**src/rtl/hbpwm_pkg.sv**
```systemverilog
// shared types and constants for the dual h-bridge pwm compare calculator
package hbpwm_pkg;

  localparam int DutyW    = 16;
  localparam int MagW     = 15;
  localparam int FreqW    = 16;
  localparam int PeriodW  = 16;
  localparam int ClockW   = 24;
  localparam int CfgIdxW  = 2;
  localparam int CfgDataW = 24;
  localparam int DivSteps = ClockW;
  localparam int DivCntW  = $clog2(DivSteps);
  localparam int MulSteps = MagW;
  localparam int MulCntW  = $clog2(MulSteps);

  localparam logic [PeriodW-1:0] ResetPeriod   = 16'd40000;
  localparam logic [MagW-1:0]    ResetMaxDuty  = 15'd32767;
  localparam logic [FreqW-1:0]   ResetMinFreq  = 16'd62;
  localparam logic [FreqW-1:0]   ResetMaxFreq  = 16'd20000;
  localparam logic [ClockW-1:0]  ResetTimerClk = 24'd4000000;

  typedef enum logic [1:0] {
    FUNC_DUTY  = 2'd0,
    FUNC_BRAKE = 2'd1,
    FUNC_SHIFT = 2'd2,
    FUNC_APPLY = 2'd3
  } func_t;

  typedef enum logic [CfgIdxW-1:0] {
    CFG_MAX_DUTY  = 2'd0,
    CFG_MIN_FREQ  = 2'd1,
    CFG_MAX_FREQ  = 2'd2,
    CFG_TIMER_CLK = 2'd3
  } cfg_idx_t;

  typedef enum logic [2:0] {
    ST_IDLE,
    ST_EXEC,
    ST_DIV,
    ST_MUL,
    ST_DONE
  } state_t;

  typedef struct packed {
    func_t              func;
    logic [1:0]         motor;
    logic [DutyW-1:0]   duty;
    logic [FreqW-1:0]   freq;
  } cmd_t;

endpackage

```
**src/rtl/hbpwm_div.sv**
```systemverilog
// bit-serial restoring divider for the period count, saturating to 16 bits
module hbpwm_div (
  input  logic                          clk,
  input  logic                          rst_n,
  input  logic                          start,
  input  logic [hbpwm_pkg::ClockW-1:0]  dividend,
  input  logic [hbpwm_pkg::FreqW-1:0]   divisor,
  output logic                          done,
  output logic [hbpwm_pkg::PeriodW-1:0] quotient
);

  logic                          busy_r, busy_nxt;
  logic                          done_r, done_nxt;
  logic [hbpwm_pkg::DivCntW-1:0] cnt_r, cnt_nxt;
  logic [hbpwm_pkg::FreqW-1:0]   rem_r, rem_nxt;
  logic [hbpwm_pkg::ClockW-1:0]  quo_r, quo_nxt;
  logic [hbpwm_pkg::FreqW-1:0]   dsr_r, dsr_nxt;
  logic [hbpwm_pkg::FreqW:0]     trial;
  logic                          fits;

  // one quotient bit per cycle, msb first
  assign trial = {rem_r, quo_r[hbpwm_pkg::ClockW-1]};
  assign fits  = (trial >= {1'b0, dsr_r});

  always_comb begin
    busy_nxt = busy_r;
    done_nxt = 1'b0;
    cnt_nxt  = cnt_r;
    rem_nxt  = rem_r;
    quo_nxt  = quo_r;
    dsr_nxt  = dsr_r;
    if (start) begin
      busy_nxt = 1'b1;
      cnt_nxt  = '0;
      rem_nxt  = '0;
      quo_nxt  = dividend;
      dsr_nxt  = divisor;
    end else if (busy_r) begin
      rem_nxt = fits ? 16'(trial - {1'b0, dsr_r}) : trial[hbpwm_pkg::FreqW-1:0];
      quo_nxt = {quo_r[hbpwm_pkg::ClockW-2:0], fits};
      cnt_nxt = cnt_r + 1'b1;
      if (cnt_r == hbpwm_pkg::DivCntW'(hbpwm_pkg::DivSteps - 1)) begin
        busy_nxt = 1'b0;
        done_nxt = 1'b1;
      end
    end
  end

  always_ff @(posedge clk) begin
    if (!rst_n) begin
      busy_r <= 1'b0;
      done_r <= 1'b0;
      cnt_r  <= '0;
    end else begin
      busy_r <= busy_nxt;
      done_r <= done_nxt;
      cnt_r  <= cnt_nxt;
    end
    rem_r <= rem_nxt;
    quo_r <= quo_nxt;
    dsr_r <= dsr_nxt;
  end

  assign done     = done_r;
  assign quotient = (|quo_r[hbpwm_pkg::ClockW-1:hbpwm_pkg::PeriodW]) ?
                    '1 : quo_r[hbpwm_pkg::PeriodW-1:0];

endmodule

```
**src/rtl/hbpwm_mul.sv**
```systemverilog
// bit-serial shift-add multiplier giving (period * magnitude) >> 15
module hbpwm_mul (
  input  logic                          clk,
  input  logic                          rst_n,
  input  logic                          start,
  input  logic [hbpwm_pkg::PeriodW-1:0] period,
  input  logic [hbpwm_pkg::MagW-1:0]    mag,
  output logic                          done,
  output logic [hbpwm_pkg::PeriodW-1:0] compare
);

  localparam int AccW = hbpwm_pkg::PeriodW + hbpwm_pkg::MagW;

  logic                          busy_r, busy_nxt;
  logic                          done_r, done_nxt;
  logic [hbpwm_pkg::MulCntW-1:0] cnt_r, cnt_nxt;
  logic [AccW-1:0]               acc_r, acc_nxt;
  logic [hbpwm_pkg::MagW-1:0]    mag_r, mag_nxt;
  logic [hbpwm_pkg::PeriodW-1:0] per_r, per_nxt;
  logic [hbpwm_pkg::PeriodW:0]   sum;

  // add into the upper half, then shift right one place per multiplier bit
  assign sum = {1'b0, acc_r[AccW-1:hbpwm_pkg::MagW]} +
               (mag_r[0] ? {1'b0, per_r} : '0);

  always_comb begin
    busy_nxt = busy_r;
    done_nxt = 1'b0;
    cnt_nxt  = cnt_r;
    acc_nxt  = acc_r;
    mag_nxt  = mag_r;
    per_nxt  = per_r;
    if (start) begin
      busy_nxt = 1'b1;
      cnt_nxt  = '0;
      acc_nxt  = '0;
      mag_nxt  = mag;
      per_nxt  = period;
    end else if (busy_r) begin
      acc_nxt = {sum, acc_r[hbpwm_pkg::MagW-1:1]};
      mag_nxt = mag_r >> 1;
      cnt_nxt = cnt_r + 1'b1;
      if (cnt_r == hbpwm_pkg::MulCntW'(hbpwm_pkg::MulSteps - 1)) begin
        busy_nxt = 1'b0;
        done_nxt = 1'b1;
      end
    end
  end

  always_ff @(posedge clk) begin
    if (!rst_n) begin
      busy_r <= 1'b0;
      done_r <= 1'b0;
      cnt_r  <= '0;
    end else begin
      busy_r <= busy_nxt;
      done_r <= done_nxt;
      cnt_r  <= cnt_nxt;
    end
    acc_r <= acc_nxt;
    mag_r <= mag_nxt;
    per_r <= per_nxt;
  end

  assign done    = done_r;
  assign compare = acc_r[AccW-1:hbpwm_pkg::MagW];

endmodule

```
**src/rtl/dual_hbridge_pwm_compare_calc.sv**
```systemverilog
// top level: command sequencer, shadow and live registers, output register
//
// usage
//   input channel: one command per transfer; func and motor in in_tuser, duty and
//   frequency in in_tdata. set duty and brake update the shadow compares of one
//   motor, shift frequency recomputes that motor's period and compares, apply
//   copies both motors' shadow registers to the live registers
//   result channel: one transfer per command, status flag in out_tuser and the six
//   live registers in out_tdata; configuration: cfg_wr_en writes register cfg_addr
//   with cfg_wdata; the user must write only while no command is in work (not enforced)
// sequence
//   set duty and brake pass decode, 15 multiply steps and a hand-over to the done
//   state; shift frequency first runs 24 divide steps and one more hand-over; apply
//   and ignored or refused commands go from decode straight to the done state;
//   in_tready is high only while idle, so the next command is taken only once the
//   last result has been loaded into the output register
// reset: rst_n (synchronous) restores register defaults, a 40000-count period, zero
//   compares and duties, and empties the result register
// stalls: a finished result waits in the output register; the next command is still
//   taken and its result waits in the done state until the register frees up
module dual_hbridge_pwm_compare_calc (
  input  logic                           clk,
  input  logic                           rst_n,
  // configuration write port
  input  logic                           cfg_wr_en,
  input  logic [hbpwm_pkg::CfgIdxW-1:0]  cfg_addr,
  input  logic [hbpwm_pkg::CfgDataW-1:0] cfg_wdata,
  // command channel
  input  logic                           in_tvalid,
  output logic                           in_tready,
  input  logic [31:0]                    in_tdata,  // duty[15:0], frequency[31:16]
  input  logic [3:0]                     in_tuser,  // func[1:0], motor[3:2]
  // result channel
  output logic                           out_tvalid,
  input  logic                           out_tready,
  output logic [95:0]                    out_tdata, // m1_fwd_compare, m1_rev_compare,
                                                    // m1_period, m2_fwd_compare,
                                                    // m2_rev_compare, m2_period
  output logic                           out_tuser  // status
);

  localparam int PW = hbpwm_pkg::PeriodW;

  // configuration registers
  logic [hbpwm_pkg::MagW-1:0]   max_duty_r;
  logic [hbpwm_pkg::FreqW-1:0]  min_freq_r;
  logic [hbpwm_pkg::FreqW-1:0]  max_freq_r;
  logic [hbpwm_pkg::ClockW-1:0] timer_clk_r;

  // per-motor state
  logic [hbpwm_pkg::DutyW-1:0] saved_duty_r [2], saved_duty_nxt [2];
  logic                        brake_flag_r [2], brake_flag_nxt [2];
  logic [PW-1:0]               sh_period_r [2], sh_period_nxt [2];
  logic [PW-1:0]               sh_fwd_r [2], sh_fwd_nxt [2];
  logic [PW-1:0]               sh_rev_r [2], sh_rev_nxt [2];
  logic [PW-1:0]               lv_period_r [2], lv_period_nxt [2];
  logic [PW-1:0]               lv_fwd_r [2], lv_fwd_nxt [2];
  logic [PW-1:0]               lv_rev_r [2], lv_rev_nxt [2];

  hbpwm_pkg::state_t state_r, state_nxt;
  hbpwm_pkg::cmd_t   cmd_r, cmd_nxt;
  logic              status_r, status_nxt;
  logic [hbpwm_pkg::DutyW-1:0] raw_r, raw_nxt;  // duty held while multiplying
  logic              brk_r, brk_nxt;

  logic              out_valid_r, out_valid_nxt;
  logic [95:0]       out_data_r, out_data_nxt;
  logic              out_stat_r, out_stat_nxt;

  // command decode
  logic motor_ok;
  logic m;
  logic freq_bad;

  assign motor_ok = (cmd_r.motor == 2'd1) || (cmd_r.motor == 2'd2);
  assign m        = cmd_r.motor[1];
  assign freq_bad = (cmd_r.freq == '0) || (cmd_r.freq < min_freq_r) ||
                    (cmd_r.freq > max_freq_r) || !motor_ok;

  // serial units
  logic          div_start, div_done;
  logic [PW-1:0] div_q;
  logic          mul_start, mul_done;
  logic [PW-1:0] mul_period, mul_c;
  logic [hbpwm_pkg::DutyW-1:0] raw_sel;
  logic          brk_sel;
  logic [16:0]   mag_full;
  logic [hbpwm_pkg::MagW-1:0] mag_lim;

  // magnitude: brake takes negative as zero, set duty takes the absolute value, both capped at max duty
  always_comb begin
    if (brk_sel) begin
      mag_full = raw_sel[15] ? 17'd0 : {1'b0, raw_sel};
    end else if (raw_sel[15]) begin
      mag_full = 17'h10000 - {1'b0, raw_sel};
    end else begin
      mag_full = {1'b0, raw_sel};
    end
    mag_lim = (mag_full > {2'b00, max_duty_r}) ? max_duty_r : mag_full[hbpwm_pkg::MagW-1:0];
  end

  hbpwm_div u_div (
    .clk      (clk),
    .rst_n    (rst_n),
    .start    (div_start),
    .dividend (timer_clk_r),
    .divisor  (cmd_r.freq),
    .done     (div_done),
    .quotient (div_q)
  );

  hbpwm_mul u_mul (
    .clk     (clk),
    .rst_n   (rst_n),
    .start   (mul_start),
    .period  (mul_period),
    .mag     (mag_lim),
    .done    (mul_done),
    .compare (mul_c)
  );

  assign in_tready = (state_r == hbpwm_pkg::ST_IDLE);

  always_comb begin
    state_nxt      = state_r;
    cmd_nxt        = cmd_r;
    status_nxt     = status_r;
    raw_nxt        = raw_r;
    brk_nxt        = brk_r;
    saved_duty_nxt = saved_duty_r;
    brake_flag_nxt = brake_flag_r;
    sh_period_nxt  = sh_period_r;
    sh_fwd_nxt     = sh_fwd_r;
    sh_rev_nxt     = sh_rev_r;
    lv_period_nxt  = lv_period_r;
    lv_fwd_nxt     = lv_fwd_r;
    lv_rev_nxt     = lv_rev_r;
    out_valid_nxt  = out_valid_r && !out_tready;
    out_data_nxt   = out_data_r;
    out_stat_nxt   = out_stat_r;
    div_start      = 1'b0;
    mul_start      = 1'b0;
    raw_sel        = cmd_r.duty;
    brk_sel        = (cmd_r.func == hbpwm_pkg::FUNC_BRAKE);
    mul_period     = sh_period_r[m];

    case (state_r)
      hbpwm_pkg::ST_IDLE: begin
        if (in_tvalid) begin
          cmd_nxt.func  = hbpwm_pkg::func_t'(in_tuser[1:0]);
          cmd_nxt.motor = in_tuser[3:2];
          cmd_nxt.duty  = in_tdata[15:0];
          cmd_nxt.freq  = in_tdata[31:16];
          state_nxt     = hbpwm_pkg::ST_EXEC;
        end
      end
      hbpwm_pkg::ST_EXEC: begin
        status_nxt = 1'b0;
        state_nxt  = hbpwm_pkg::ST_DONE;
        case (cmd_r.func)
          hbpwm_pkg::FUNC_DUTY, hbpwm_pkg::FUNC_BRAKE: begin
            if (motor_ok) begin
              mul_start = 1'b1;
              raw_nxt   = raw_sel;
              brk_nxt   = brk_sel;
              state_nxt = hbpwm_pkg::ST_MUL;
            end
          end
          hbpwm_pkg::FUNC_SHIFT: begin
            if (freq_bad) begin
              status_nxt = 1'b1;
            end else begin
              div_start = 1'b1;
              state_nxt = hbpwm_pkg::ST_DIV;
            end
          end
          hbpwm_pkg::FUNC_APPLY: begin
            lv_period_nxt = sh_period_r;
            lv_fwd_nxt    = sh_fwd_r;
            lv_rev_nxt    = sh_rev_r;
          end
          default: ;
        endcase
      end
      hbpwm_pkg::ST_DIV: begin
        // new period, then recompute with the motor's own saved duty and brake flag
        raw_sel    = saved_duty_r[m];
        brk_sel    = brake_flag_r[m];
        mul_period = div_q;
        if (div_done) begin
          sh_period_nxt[m] = div_q;
          mul_start        = 1'b1;
          raw_nxt          = raw_sel;
          brk_nxt          = brk_sel;
          state_nxt        = hbpwm_pkg::ST_MUL;
        end
      end
      hbpwm_pkg::ST_MUL: begin
        if (mul_done) begin
          saved_duty_nxt[m] = raw_r;
          brake_flag_nxt[m] = brk_r;
          sh_fwd_nxt[m]     = (brk_r || !raw_r[15]) ? mul_c : '0;
          sh_rev_nxt[m]     = (brk_r || raw_r[15]) ? mul_c : '0;
          state_nxt         = hbpwm_pkg::ST_DONE;
        end
      end
      hbpwm_pkg::ST_DONE: begin
        // load the result once the output register is free or being taken
        if (!out_valid_r || out_tready) begin
          out_valid_nxt = 1'b1;
          out_stat_nxt  = status_r;
          out_data_nxt  = {lv_period_r[1], lv_rev_r[1], lv_fwd_r[1],
                           lv_period_r[0], lv_rev_r[0], lv_fwd_r[0]};
          state_nxt     = hbpwm_pkg::ST_IDLE;
        end
      end
      default: state_nxt = hbpwm_pkg::ST_IDLE;
    endcase
  end

  always_ff @(posedge clk) begin
    if (!rst_n) begin
      state_r     <= hbpwm_pkg::ST_IDLE;
      out_valid_r <= 1'b0;
      status_r    <= 1'b0;
      max_duty_r  <= hbpwm_pkg::ResetMaxDuty;
      min_freq_r  <= hbpwm_pkg::ResetMinFreq;
      max_freq_r  <= hbpwm_pkg::ResetMaxFreq;
      timer_clk_r <= hbpwm_pkg::ResetTimerClk;
      for (int i = 0; i < 2; i++) begin
        saved_duty_r[i] <= '0;
        brake_flag_r[i] <= 1'b0;
        sh_period_r[i]  <= hbpwm_pkg::ResetPeriod;
        sh_fwd_r[i]     <= '0;
        sh_rev_r[i]     <= '0;
        lv_period_r[i]  <= hbpwm_pkg::ResetPeriod;
        lv_fwd_r[i]     <= '0;
        lv_rev_r[i]     <= '0;
      end
    end else begin
      state_r      <= state_nxt;
      out_valid_r  <= out_valid_nxt;
      status_r     <= status_nxt;
      saved_duty_r <= saved_duty_nxt;
      brake_flag_r <= brake_flag_nxt;
      sh_period_r  <= sh_period_nxt;
      sh_fwd_r     <= sh_fwd_nxt;
      sh_rev_r     <= sh_rev_nxt;
      lv_period_r  <= lv_period_nxt;
      lv_fwd_r     <= lv_fwd_nxt;
      lv_rev_r     <= lv_rev_nxt;
      if (cfg_wr_en) begin
        case (hbpwm_pkg::cfg_idx_t'(cfg_addr))
          hbpwm_pkg::CFG_MAX_DUTY:  max_duty_r  <= cfg_wdata[hbpwm_pkg::MagW-1:0];
          hbpwm_pkg::CFG_MIN_FREQ:  min_freq_r  <= cfg_wdata[hbpwm_pkg::FreqW-1:0];
          hbpwm_pkg::CFG_MAX_FREQ:  max_freq_r  <= cfg_wdata[hbpwm_pkg::FreqW-1:0];
          hbpwm_pkg::CFG_TIMER_CLK: timer_clk_r <= cfg_wdata[hbpwm_pkg::ClockW-1:0];
          default: ;
        endcase
      end
    end
    // payload registers
    cmd_r      <= cmd_nxt;
    raw_r      <= raw_nxt;
    brk_r      <= brk_nxt;
    out_data_r <= out_data_nxt;
    out_stat_r <= out_stat_nxt;
  end

  assign out_tvalid = out_valid_r;
  assign out_tdata  = out_data_r;
  assign out_tuser  = out_stat_r;

endmodule

```
**config.mk**
```make
export PLATFORM = sky130hd
export DESIGN_NAME = dual_hbridge_pwm_compare_calc
export DESIGN_NICKNAME = d
export VERILOG_FILES = /design/src/rtl/hbpwm_pkg.sv /design/src/rtl/hbpwm_div.sv /design/src/rtl/hbpwm_mul.sv /design/src/rtl/dual_hbridge_pwm_compare_calc.sv
export SDC_FILE = /design/constraint.sdc
export NUM_CORES = 1
export LEC_CHECK = 0
export BUFFER_PORTS_ARGS = -buffer_cell sky130_fd_sc_hd__clkbuf_2
export CORE_MARGIN = 4
export CORE_UTILIZATION = 30
export DETAILED_ROUTE_END_ITERATION = 8
export PLACE_DENSITY = 0.42
export RECOVER_POWER = 25
export SLEW_MARGIN = 0
export SYNTH_ARGS = -nofsm -noshare
export SYNTH_HDL_FRONTEND = slang
export SYNTH_SLANG_ARGS = --single-unit
```
**constraint.sdc**
```tcl
create_clock -name clk -period 5.1 [get_ports clk]
set_input_delay 1.02 -clock clk [delete_from_list [all_inputs] [get_ports clk]]
set_output_delay 1.02 -clock clk [all_outputs]
set_load 0.02 [all_outputs]
```
==> results of run 1 <==
-- state kept, by name, indices dropped and copies added (netlist names), 4 cells and up --
signal,count
lv_rev_r,32
max_freq_r,16
raw_r,16
lv_fwd_r,32
u_mul.mag_r,15
max_duty_r,15
lv_period_r,32
u_div.quo_r,24
u_div.cnt_r,5
sh_rev_r,32
u_mul.cnt_r,4
u_div.rem_r,16
u_mul.acc_r,16
sh_period_r,32
timer_clk_r,24
sh_fwd_r,32
saved_duty_r,32
u_div.dsr_r,16
min_freq_r,16
cmd_r,36
out_tdata,96
u_mul.per_r,16
-- layout by cell type, fill, tap and decap left out, drive strengths merged, types with 13 or more instances in the layout --
| cell | n |
|---|---|
| nor2 | 90 |
| nor2b | 28 |
| a211oi | 36 |
| a21oi | 58 |
| ha | 81 |
| clkinv | 13 |
| o311ai | 13 |
| buf | 33 |
| o211a | 22 |
| a21boi | 226 |
| edfxtp | 221 |
| nand3 | 120 |
| dfxtp | 347 |
| o21ai | 36 |
| nand4 | 17 |
| inv | 101 |
| xnor2 | 20 |
| clkbuf | 263 |
| and2 | 17 |
| nand2 | 544 |
| o211ai | 41 |
| mux2 | 39 |
| nor3 | 18 |
| mux2i | 40 |
| a21o | 13 |
-- metrics by stage --
stage / setup WS [ps] / power (mW)
2_1_floorplan: 1199 / 6.493
3_3_place_gp: 586.4 / 7.027
3_5_place_dp: 458.9 / 7.047
4_1_cts: 379.6 / 12.03
5_1_grt: 28.23 / 12.42
6_report: 434.4 / 11.83
-- cells by family after synthesis --
logic type,count (synthesis),share of synthesized area [%]
fa+ha+maj,83,4.337
buf+inv,235,3.992
compound gates,503,15.30
mux,79,3.502
flops,568,55.92
xor+xnor,29,1.046
simple gates,888,15.91
-- per-layer routing --
metal	global-route usage [%]	routed length, um	vias up
li1	-	-	8653
met2	24.63	30470	312
met4	4.003	1222	0
met1	20.40	30750	8323
met5	0	0	-
met3	2.464	2790	86
-- power by group --
part / switching, mW / internal (mW) / total [mW]
Clock: 1.96 / 2.93 / 4.89
Combinational: 0.971 / 0.694 / 1.67
Sequential: 0.308 / 4.96 / 5.27
Total: 3.24 / 8.59 / 11.8
-- final timing paths --
path / startpoint / end / slack (ps) / depth (start not counted)
worst min-delay path: lv_rev_r[4]$_SDFFE_PN0P_ / out_tdata[68]$_DFFE_PP_ / 420 / 0
worst max register to register: state_r[1]$_SDFFE_PN0P_ / u_mul.mag_r[13]$_DFFE_PP_ / 430 / 16
worst max-delay path: state_r[1]$_SDFFE_PN0P_ / u_mul.mag_r[13]$_DFFE_PP_ / 430 / 16
worst min register to register: lv_rev_r[4]$_SDFFE_PN0P_ / out_tdata[68]$_DFFE_PP_ / 420 / 0
-- area by class of cell --
| cell class | count | share of cell area, % |
|---|---|---|
| flip-flops and latches | 568 | 47.80 |
| multi-input cells | 1582 | 34.48 |
| repair buffers | 199 | 3.844 |
| clock buffers | 97 | 6.978 |
| well taps | 1060 | 4.667 |
| clock inverters | 28 | 1.008 |
| inverters | 93 | 1.228 |
==> metrics.txt, run 1 <==
total nets after synthesis=2535; actual slew at the worst max-slew pin=2427 ps; Worst Path Required=5500 ps; type of the tightest min-delay check=reg -> reg; Final Slew Violations=113; top cells by count, synth=sky130_fd_sc_hd__nand2_1 (544), sky130_fd_sc_hd__dfxtp_1 (347), sky130_fd_sc_hd__a21boi_0 (226); cell types occupying the most area after synthesis=sky130_fd_sc_hd__dfxtp_1 (29%), sky130_fd_sc_hd__edfxtp_1 (27%), sky130_fd_sc_hd__nand2_1 (8.4%); Clk Latency, worst-skew pair=600 ps; Post-Syn Instances=2385; Die Y=292.6 um; weighted congestion reported at the end of routability-driven placement=0.8194; most used cell along the critical path=sky130_fd_sc_hd__o21ai_0; Slowest Stage Delay on Critical Path=480 ps; die outline width=292.6 um; number of violations of the max-capacitance limit=1; Setup TNS Final=0 ps; failing checks=capacitance limit, slew limit; total CTS buffers=68; number of setup buffers added after CTS=0; Clock Pin Slew Worst Setup and Hold Paths=60 ps; First-pass DRT Iterations=5; leading register cell type out of synthesis=sky130_fd_sc_hd__dfxtp_1; number of instances resized during post-cts repair=0; Overflow after GRT=0; post-detailed-placement cell area=26170 um2; total number of yosys warnings=0; share of Yosys cell area claimed by the top area cell type=28.60%; most repeated cell in the gate-level netlist after synthesis=sky130_fd_sc_hd__nand2_1; ordered cell list for the critical path=nor3b_4 > buf_4 > mux2_2 > nor2_1 > and3_1 > o21ai_0 > o21ai_0 > ha_1 > a2111oi_0 > o21ai_0 > o221ai_1 > a21oi_1 > a31oi_4 > buf_4 > nand3_1 > o311ai_2; wire length per cell=17.98 um; kind of capture point of the worst setup path=flop; post-detailed-route count of antenna-violating nets=0; count of flip-flops with a built-in enable after synthesis=221; count of hold buffers inserted by post-cts repair=0; drt first-iter violations=938; via count of the first global-routing pass=17220; CP top delay family=compound AO/OA/AOI/OAI gates; Post-Place Cells=3502; Final Critical Period=4666 ps; synth unique cells=76; area of combinational cells with multiple inputs=9798 um2; highest achievable clock rate=0.2143 GHz; Final Skew=27.88 ps; area of the die=85590 um2; Final Instance Area=28420 um2; vias after detailed routing=17370; relative area change from synthesis to final layout=16.99%; final cell count without fillers=3627; slew margin rel.=-61.81%; Seq. cell area=13580 um2; overall fraction of global-route tracks in use=14.93%; total standard cell area after synthesis=24290 um2; CTS Sinks=568; Seq cells post-synth=568; Static Leakage=10.64 nW; crit start category=flop; diodes inserted=0; number of nets at the end of the flow=2662; number of rows created at floorplan=104; Detail Placement HPWL=43900 um; remaining design rule violation count=0; worst IR drop on VDD=196.2 uV; Finished Core Util=35.34%; part of the Yosys area used for sequential elements=55.92%; first-pass GRT wire length=101400 um; maximum buffer depth of the clock tree=3; CTS root buf=sky130_fd_sc_hd__clkbuf_16; result of the run=finished, violations left; part of the cycle the worst path needs=91.48%; Synth Area per Inst=10.19 um2; power density over the cells=416.2 nW/um2; Detailed Route WL=65230 um; proportion of layout cells with a drive suffix above 1=14.26%; largest driver fanout on the critical path=17; initial standard-cell utilization of the core=30.21%; Filler Cell Count=8163; area inside the core boundary=80420 um2; H-Tree Level Count=3; cell type with the largest total area after synthesis=sky130_fd_sc_hd__dfxtp_1; pin count of the biggest net entering global routing=114; antenna violations before repair=0; final number of setup-violating endpoints=0; number of failing hold endpoints at the final stage=0; setup repair after global routing missed its margin=no; Via-to-Cell Ratio=4.790; num ports=166; Port-buffer cells=165; proportion of register bits with asynchronous set or reset after synthesis=0%; TritonCTS clock tree=done; crit path max-delay cell type=sky130_fd_sc_hd__dfxtp_1; Crit Path Category=reg -> reg; Fin Hold WS=418.0 ps; arrival time of data at the critical path endpoint=5070 ps; number of buffer and inverter stages on the critical path=2
No activity file was read; power rests on OpenSTA's default activity.
==> inputs of run 2 (changes only) <==
--- a/config.mk
+++ b/config.mk
@@ -11,6 +11,7 @@
 export DETAILED_ROUTE_END_ITERATION = 8
 export PLACE_DENSITY = 0.42
 export RECOVER_POWER = 25
+export REMOVE_ABC_BUFFERS = 1
 export SLEW_MARGIN = 0
 export SYNTH_ARGS = -nofsm -noshare
 export SYNTH_HDL_FRONTEND = slang
==> run 2 against run 1 <==
  * Highest routed layer unchanged
  * Register-to-register slack better by 20 ps
  * The run now ends clean
  * Cell count hardly changed
  * Via count hardly changed
  * Utilization is 0.070 points lower
  * Global-route usage is 0.35 points lower
  * Flip-flop and latch count stayed put
  * First-iteration DRC count is 1.2% higher
  * Routed wire length is 2.6% lower
  * Count of clock-buffer cells in the layout is 3 lower
  * Maximum frequency is 0.48% higher
  * Critical path depth stayed put
==> metrics.txt, run 2 (same netlist as run 1, synthesis figures left out) <==
number of violations of the max-capacitance limit=0 (-1); post-detailed-route count of antenna-violating nets=0 (unchanged); wire length per cell=17.52 um (-2.6%); slew margin rel.=11.87% (+74 points); actual slew at the worst max-slew pin=1322 ps (-1105 ps); Fin Hold WS=426.7 ps (+8.667 ps); First-pass DRT Iterations=6 (+1); Crit Path Category=reg -> reg; Worst Path Required=5440 ps (-60 ps); CTS Sinks=568 (unchanged); Cell Int Power=8.458 mW (-1.5%); CTS root buf=sky130_fd_sc_hd__clkbuf_16; number of flip-flops under the largest register name=96 (unchanged); Filler Cell Count=8253 (+1.1%); num ports=166 (unchanged); Final Slew Violations=0 (-100%); setup repair after global routing missed its margin=no; GR Util met1=19.15% (-1.3 points); highest achievable clock rate=0.2154 GHz (+0.48%); cell depth of the worst flop-to-flop path=16 (unchanged); first-pass GRT wire length=100300 um (-1.2%); post-placement setup slack=489.9 ps (+30.98 ps); remaining design rule violation count=0 (unchanged); relative area change from synthesis to final layout=16.76%; overall fraction of global-route tracks in use=14.58% (-0.35 points); Clock Pin Slew Worst Setup and Hold Paths=60 ps (about the same); Critical Path Start=state_r[1]$_SDFFE_PN0P_; Slowest Stage Delay on Critical Path=490 ps (about the same); most used cell along the critical path=sky130_fd_sc_hd__o21ai_0; Post-Place Cells=3502 (unchanged); initial standard-cell utilization of the core=30.21% (unchanged); FF-to-FF Start=state_r[1]$_SDFFE_PN0P_; top library cells by usage in the layout, fill and taps aside=sky130_fd_sc_hd__nand2_1 (544), sky130_fd_sc_hd__dfxtp_1 (347), sky130_fd_sc_hd__a21boi_0 (226); Port-buffer cells=165 (unchanged); Final Critical Period=4643 ps (-22.22 ps); CP top delay family=compound AO/OA/AOI/OAI gates; area inside the core boundary=80420 um2 (unchanged); net switching power=3.184 mW (-1.7%); arrival time of data at the critical path endpoint=4990 ps (-80 ps); antenna violations before repair=0 (unchanged); Logic pwr share=14.2% (about the same); Worst Slack Setup Final=456.6 ps (+22.21 ps); portion of total power attributed to the clock network=40.9% (-0.4 points); crit start category=flop; final number of setup-violating endpoints=0 (unchanged); Clk Latency, worst-skew pair=610 ps (about the same); area of the die=85590 um2 (unchanged); met2 routing resource usage after global routing=24.53% (-0.097 points); largest driver fanout on the critical path=14 (-3); TritonCTS clock tree=done; vias after detailed routing=17390 (+0.069%); Seq pwr share=44.8% (+0.2 points); weighted congestion reported at the end of routability-driven placement=0.8313 (+1.5%); Final Power=11.64 mW (-1.6%); worst IR drop on VDD=232.5 uV (+19%); number of instances resized during post-cts repair=0 (unchanged); Via-to-Cell Ratio=4.792 (about the same); number of setup buffers added after CTS=0 (unchanged); Die Y=292.6 um (unchanged); Overflow after GRT=0 (unchanged); maximum buffer depth of the clock tree=3 (unchanged); pin count of the biggest net entering global routing=97 (-15%); Final Skew=18.05 ps (-9.832 ps); most common cell after layout, fill and taps aside=sky130_fd_sc_hd__nand2_1; final cell count without fillers=3628 (+0.028%); number of failing hold endpoints at the final stage=0 (unchanged); via count of the first global-routing pass=17520 (+1.7%); crit path max-delay cell type=sky130_fd_sc_hd__dfxtp_1; kind of capture point of the worst setup path=flop; sw frac=27.35% (-0.040 points); most heavily used metal layer in global routing=met2; number of nets at the end of the flow=2663 (+0.038%); R2R Setup Slk=460 ps (+20 ps); H-Tree Level Count=3 (unchanged); total CTS buffers=67 (-1.5%); count of hold buffers inserted by post-cts repair=0 (unchanged); hold worst-path end=out_tdata[48]$_DFFE_PP_; Detailed Route WL=63550 um (-2.6%); result of the run=finished, final reports clean; number of buffer and inverter stages on the critical path=1 (-1); Detail Placement HPWL=43520 um (-0.87%); beginning of the worst hold path=lv_fwd_r[0]$_SDFFE_PN0P_; proportion of layout cells with a drive suffix above 1=13.91% (-0.35 points); drt first-iter violations=949 (+1.2%); die outline width=292.6 um (unchanged); part of the cycle the worst path needs=91.05% (-0.44 points); type of the tightest min-delay check=reg -> reg; ordered cell list for the critical path=nor3b_4 > buf_12 > mux2i_1 > ha_1 > o21a_2 > and3_1 > o21ai_0 > o21ai_0 > ha_1 > a2111oi_0 > o21ai_0 > o221ai_1 > a21oi_1 > a31oi_4 > mux2i_1 > mux2_2; cell depth of the worst hold path=0 (unchanged); Static Leakage=10.61 nW (-0.29%); worst r2r dst=u_mul.mag_r[0]$_DFFE_PP_; power density over the cells=410.5 nW/um2 (-1.4%); number of rows created at floorplan=104 (unchanged); GRT met3 Usage=2.699% (+0.24 points)
[run 2: cell type report]
type | instances | area [um2] | area share (%)
Antenna cell | 1 | 2.502 | 0.008823
Clock buffer | 94 | 1879 | 6.626
Clock inverter | 29 | 315.3 | 1.112
Inverter | 93 | 349.1 | 1.231
Multi-Input combinational cell | 1582 | 9794 | 34.53
Sequential cell | 568 | 13580 | 47.89
Tap cell | 1060 | 1326 | 4.676
Timing Repair Buffer | 201 | 1112 | 3.922
[run 2: how the worst max path moves through the flow]
stage                                          end  slack (ps)  cells past startpoint
after floorplan           u_mul.mag_r[0]$_DFFE_PP_        -710                     14
after global placement    u_mul.mag_r[0]$_DFFE_PP_         590                     15
after detailed placement  u_mul.mag_r[0]$_DFFE_PP_         490                     15
after CTS                 u_mul.mag_r[0]$_DFFE_PP_         410                     15
after global routing      u_mul.mag_r[0]$_DFFE_PP_          40                     16
final                     u_mul.mag_r[0]$_DFFE_PP_         460                     16
[run 2: power groups by stage]
stage               registers (mW)  clock network (mW)  logic (mW)
floorplan                     5.25                   0        1.20
global placement              5.32                   0        1.65
detailed placement            5.33                   0        1.67
CTS                           5.23                4.94        1.68
global route                  5.26                5.11        1.87
finish                        5.22                4.77        1.66
[run 2: metal layers]
metal / vias up / routed length [um]
li1: 8628 / -
met1: 8342 / 29210
met3: 107 / 2472
met5: - / 0
met4: 0 / 1768
met2: 309 / 30100
[run 2: worst reg2reg max path: cells and delay by family (launching register included)]
family | cells | cell delay (ps)
AO/OA/AOI/OAI | 8 | 1840
multiplexers | 3 | 840
adder cells (fa/ha/maj) | 2 | 620
flip-flops | 1 | 490
AND/OR/NAND/NOR | 2 | 460
buffers and inverters | 1 | 160
[run 2: through the flow]
stage | utilization [%] | TNS (ps) | area, um2
after floorplan | - | -8235 | 23670
final | 35.27 | 0 | 28360
after detailed placement | 32.54 | 0 | 26170
after CTS | 35.27 | 0 | 28360
after global routing | 35.27 | 0 | 28360
after global placement | 32.54 | 0 | 26170
==> inputs of run 3 (changes only) <==
--- a/config.mk
+++ b/config.mk
@@ -6,7 +6,7 @@
 export NUM_CORES = 1
 export LEC_CHECK = 0
 export BUFFER_PORTS_ARGS = -buffer_cell sky130_fd_sc_hd__clkbuf_2
-export CORE_MARGIN = 4
+export CORE_MARGIN = 2
 export CORE_UTILIZATION = 30
 export DETAILED_ROUTE_END_ITERATION = 8
 export PLACE_DENSITY = 0.42
==> run 3 against run 2 <==
  * The flow now finishes with violations (capacitance limit, slew limit)
  * Clock power is 1% higher
  * Count of clock-buffer cells in the layout stayed put
  * Flip-flop and latch count is the same
  * First-iteration DRC count fell by 11%
  * Sequential share of layout area decreased by 0.080 points
  * Setup slack better by 41 ps
  * Largest cell class unchanged
==> metrics.txt, run 3 (same netlist as run 1, synthesis figures left out) <==
most common cell after layout, fill and taps aside=sky130_fd_sc_hd__nand2_1; Overflow after GRT=0 (unchanged); number of rows created at floorplan=104 (unchanged); top library cells by usage in the layout, fill and taps aside=sky130_fd_sc_hd__nand2_1 (544), sky130_fd_sc_hd__dfxtp_1 (347), sky130_fd_sc_hd__a21boi_0 (226); Clk Latency, worst-skew pair=600 ps (about the same); Via-to-Cell Ratio=4.766 (-0.55%); result of the run=finished, violations left; arrival time of data at the critical path endpoint=4980 ps (about the same); Worst Path Required=5470 ps (+30 ps); remaining design rule violation count=0 (unchanged); Detail Placement HPWL=43040 um (-1.1%); num ports=166 (unchanged); Die Y=288.6 um (-1.4%); crit start category=flop; relative area change from synthesis to final layout=16.95%; CTS Sinks=568 (unchanged); Final Slew Violations=132 (+132); R2R Setup Slk=500 ps (+40 ps); number of flip-flops under the largest register name=96 (unchanged); count of hold buffers inserted by post-cts repair=0 (unchanged); number of failing hold endpoints at the final stage=0 (unchanged); final cell count without fillers=3627 (-0.028%); number of setup buffers added after CTS=0 (unchanged); Static Leakage=10.66 nW (+0.45%); number of instances resized during post-cts repair=0 (unchanged); die outline width=288.6 um (-1.4%); post-detailed-route count of antenna-violating nets=0 (unchanged); area inside the core boundary=80290 um2 (-0.16%); Final Critical Period=4602 ps (-41.04 ps); H-Tree Level Count=3 (unchanged); first-pass GRT wire length=98920 um (-1.3%); overall fraction of global-route tracks in use=15.05% (+0.46 points); Crit Path Category=reg -> reg; antenna violations before repair=0 (unchanged); Port-buffer cells=165 (unchanged); First-pass DRT Iterations=5 (-1); via count of the first global-routing pass=17340 (-1.1%); type of the tightest min-delay check=reg -> reg; Final Power=11.73 mW (+0.72%); drt first-iter violations=848 (-11%); final number of setup-violating endpoints=0 (unchanged); Clock Pin Slew Worst Setup and Hold Paths=60 ps (about the same); diodes inserted=0 (-1); vias after detailed routing=17290 (-0.58%); number of violations of the max-capacitance limit=2 (+2); slew margin rel.=-129.5% (-140 points); part of the cycle the worst path needs=90.24% (-0.80 points); highest achievable clock rate=0.2173 GHz (+0.89%); maximum buffer depth of the clock tree=3 (unchanged); kind of capture point of the worst setup path=flop; TritonCTS clock tree=done; setup repair after global routing missed its margin=no; number of nets at the end of the flow=2663 (unchanged); total CTS buffers=67 (unchanged); actual slew at the worst max-slew pin=3442 ps (+2120 ps); wire length per cell=17.24 um (-1.6%); CTS root buf=sky130_fd_sc_hd__clkbuf_16; worst IR drop on VDD=184.9 uV (-20%); pin count of the biggest net entering global routing=136 (+40%); largest driver fanout on the critical path=17 (+3); weighted congestion reported at the end of routability-driven placement=0.8325 (+0.14%); initial standard-cell utilization of the core=30.26% (+0.049 points); proportion of layout cells with a drive suffix above 1=14.18% (+0.27 points); Post-Place Cells=3504 (+0.057%); Detailed Route WL=62520 um (-1.6%); area of the die=83270 um2 (-2.7%); failing checks=capacitance limit, slew limit; Final Skew=25.46 ps (+7.412 ps); power density over the cells=412.8 nW/um2 (+0.55%)
-- run 3: worst max-delay path: stages (launching register included) --
cell and delay, ps:
sky130_fd_sc_hd__dfxtp_1 480, sky130_fd_sc_hd__nor3b_4 440, sky130_fd_sc_hd__buf_4 350, sky130_fd_sc_hd__mux2_2 410
sky130_fd_sc_hd__nor2_1 250, sky130_fd_sc_hd__and3_1 180, sky130_fd_sc_hd__o21ai_0 60, sky130_fd_sc_hd__o21ai_0 160
sky130_fd_sc_hd__ha_1 320, sky130_fd_sc_hd__a2111oi_0 400, sky130_fd_sc_hd__o21ai_0 170, sky130_fd_sc_hd__o221ai_1 200
sky130_fd_sc_hd__a21oi_1 130, sky130_fd_sc_hd__a31oi_4 330, sky130_fd_sc_hd__buf_4 240, sky130_fd_sc_hd__nand3_1 90
sky130_fd_sc_hd__o311ai_0 140
-- run 3: worst paths after layout --
check	start	to	cells past startpoint
min	lv_rev_r[23]$_SDFFE_PN0P_	out_tdata[23]$_DFFE_PP_	0
max reg2reg	state_r[1]$_SDFFE_PN0P_	u_mul.mag_r[4]$_DFFE_PP_	16
max	state_r[1]$_SDFFE_PN0P_	u_mul.mag_r[4]$_DFFE_PP_	16
min reg2reg	lv_rev_r[23]$_SDFFE_PN0P_	out_tdata[23]$_DFFE_PP_	0
-- run 3: final cells by class --
cell class | instances | area [um2]
clock inverters | 29 | 276.5
multi-input cells | 1582 | 9793
fillers | 8105 | 51880
clock buffers | 94 | 1972
well taps | 1060 | 1326
repair buffers | 201 | 1110
flip-flops and latches | 568 | 13580
inverters | 93 | 349.1
-- run 3: per-layer routing --
layer	wire (um)	up-vias	global-route usage, %
li1	-	8643	-
met1	28500	8250	19.33
met4	1368	0	4.093
met2	30230	298	26.02
met3	2423	95	2.559
met5	0	-	0
-- run 3: power by group --
part           total, mW  internal (mW)  leakage [nW]  switching, mW
clock network       4.83           2.91          1.11           1.92
logic               1.67          0.695          4.72          0.976
registers           5.22           4.96          4.83          0.258
-- run 3: per-stage QoR --
step                TNS [ps]  setup WS, ps  instance area, um2  hold slack [ps]  utilization (%)
finish                     0         497.7               28410            417.5            35.39
CTS                        0         487.6               28440            428.0            35.42
floorplan              -8235        -706.7               23670            408.1                -
global route               0         158.8               28410            429.8            35.39
detailed placement         0         516.0               26190            413.9            32.62
global placement           0         622.4               26190            413.0            32.62
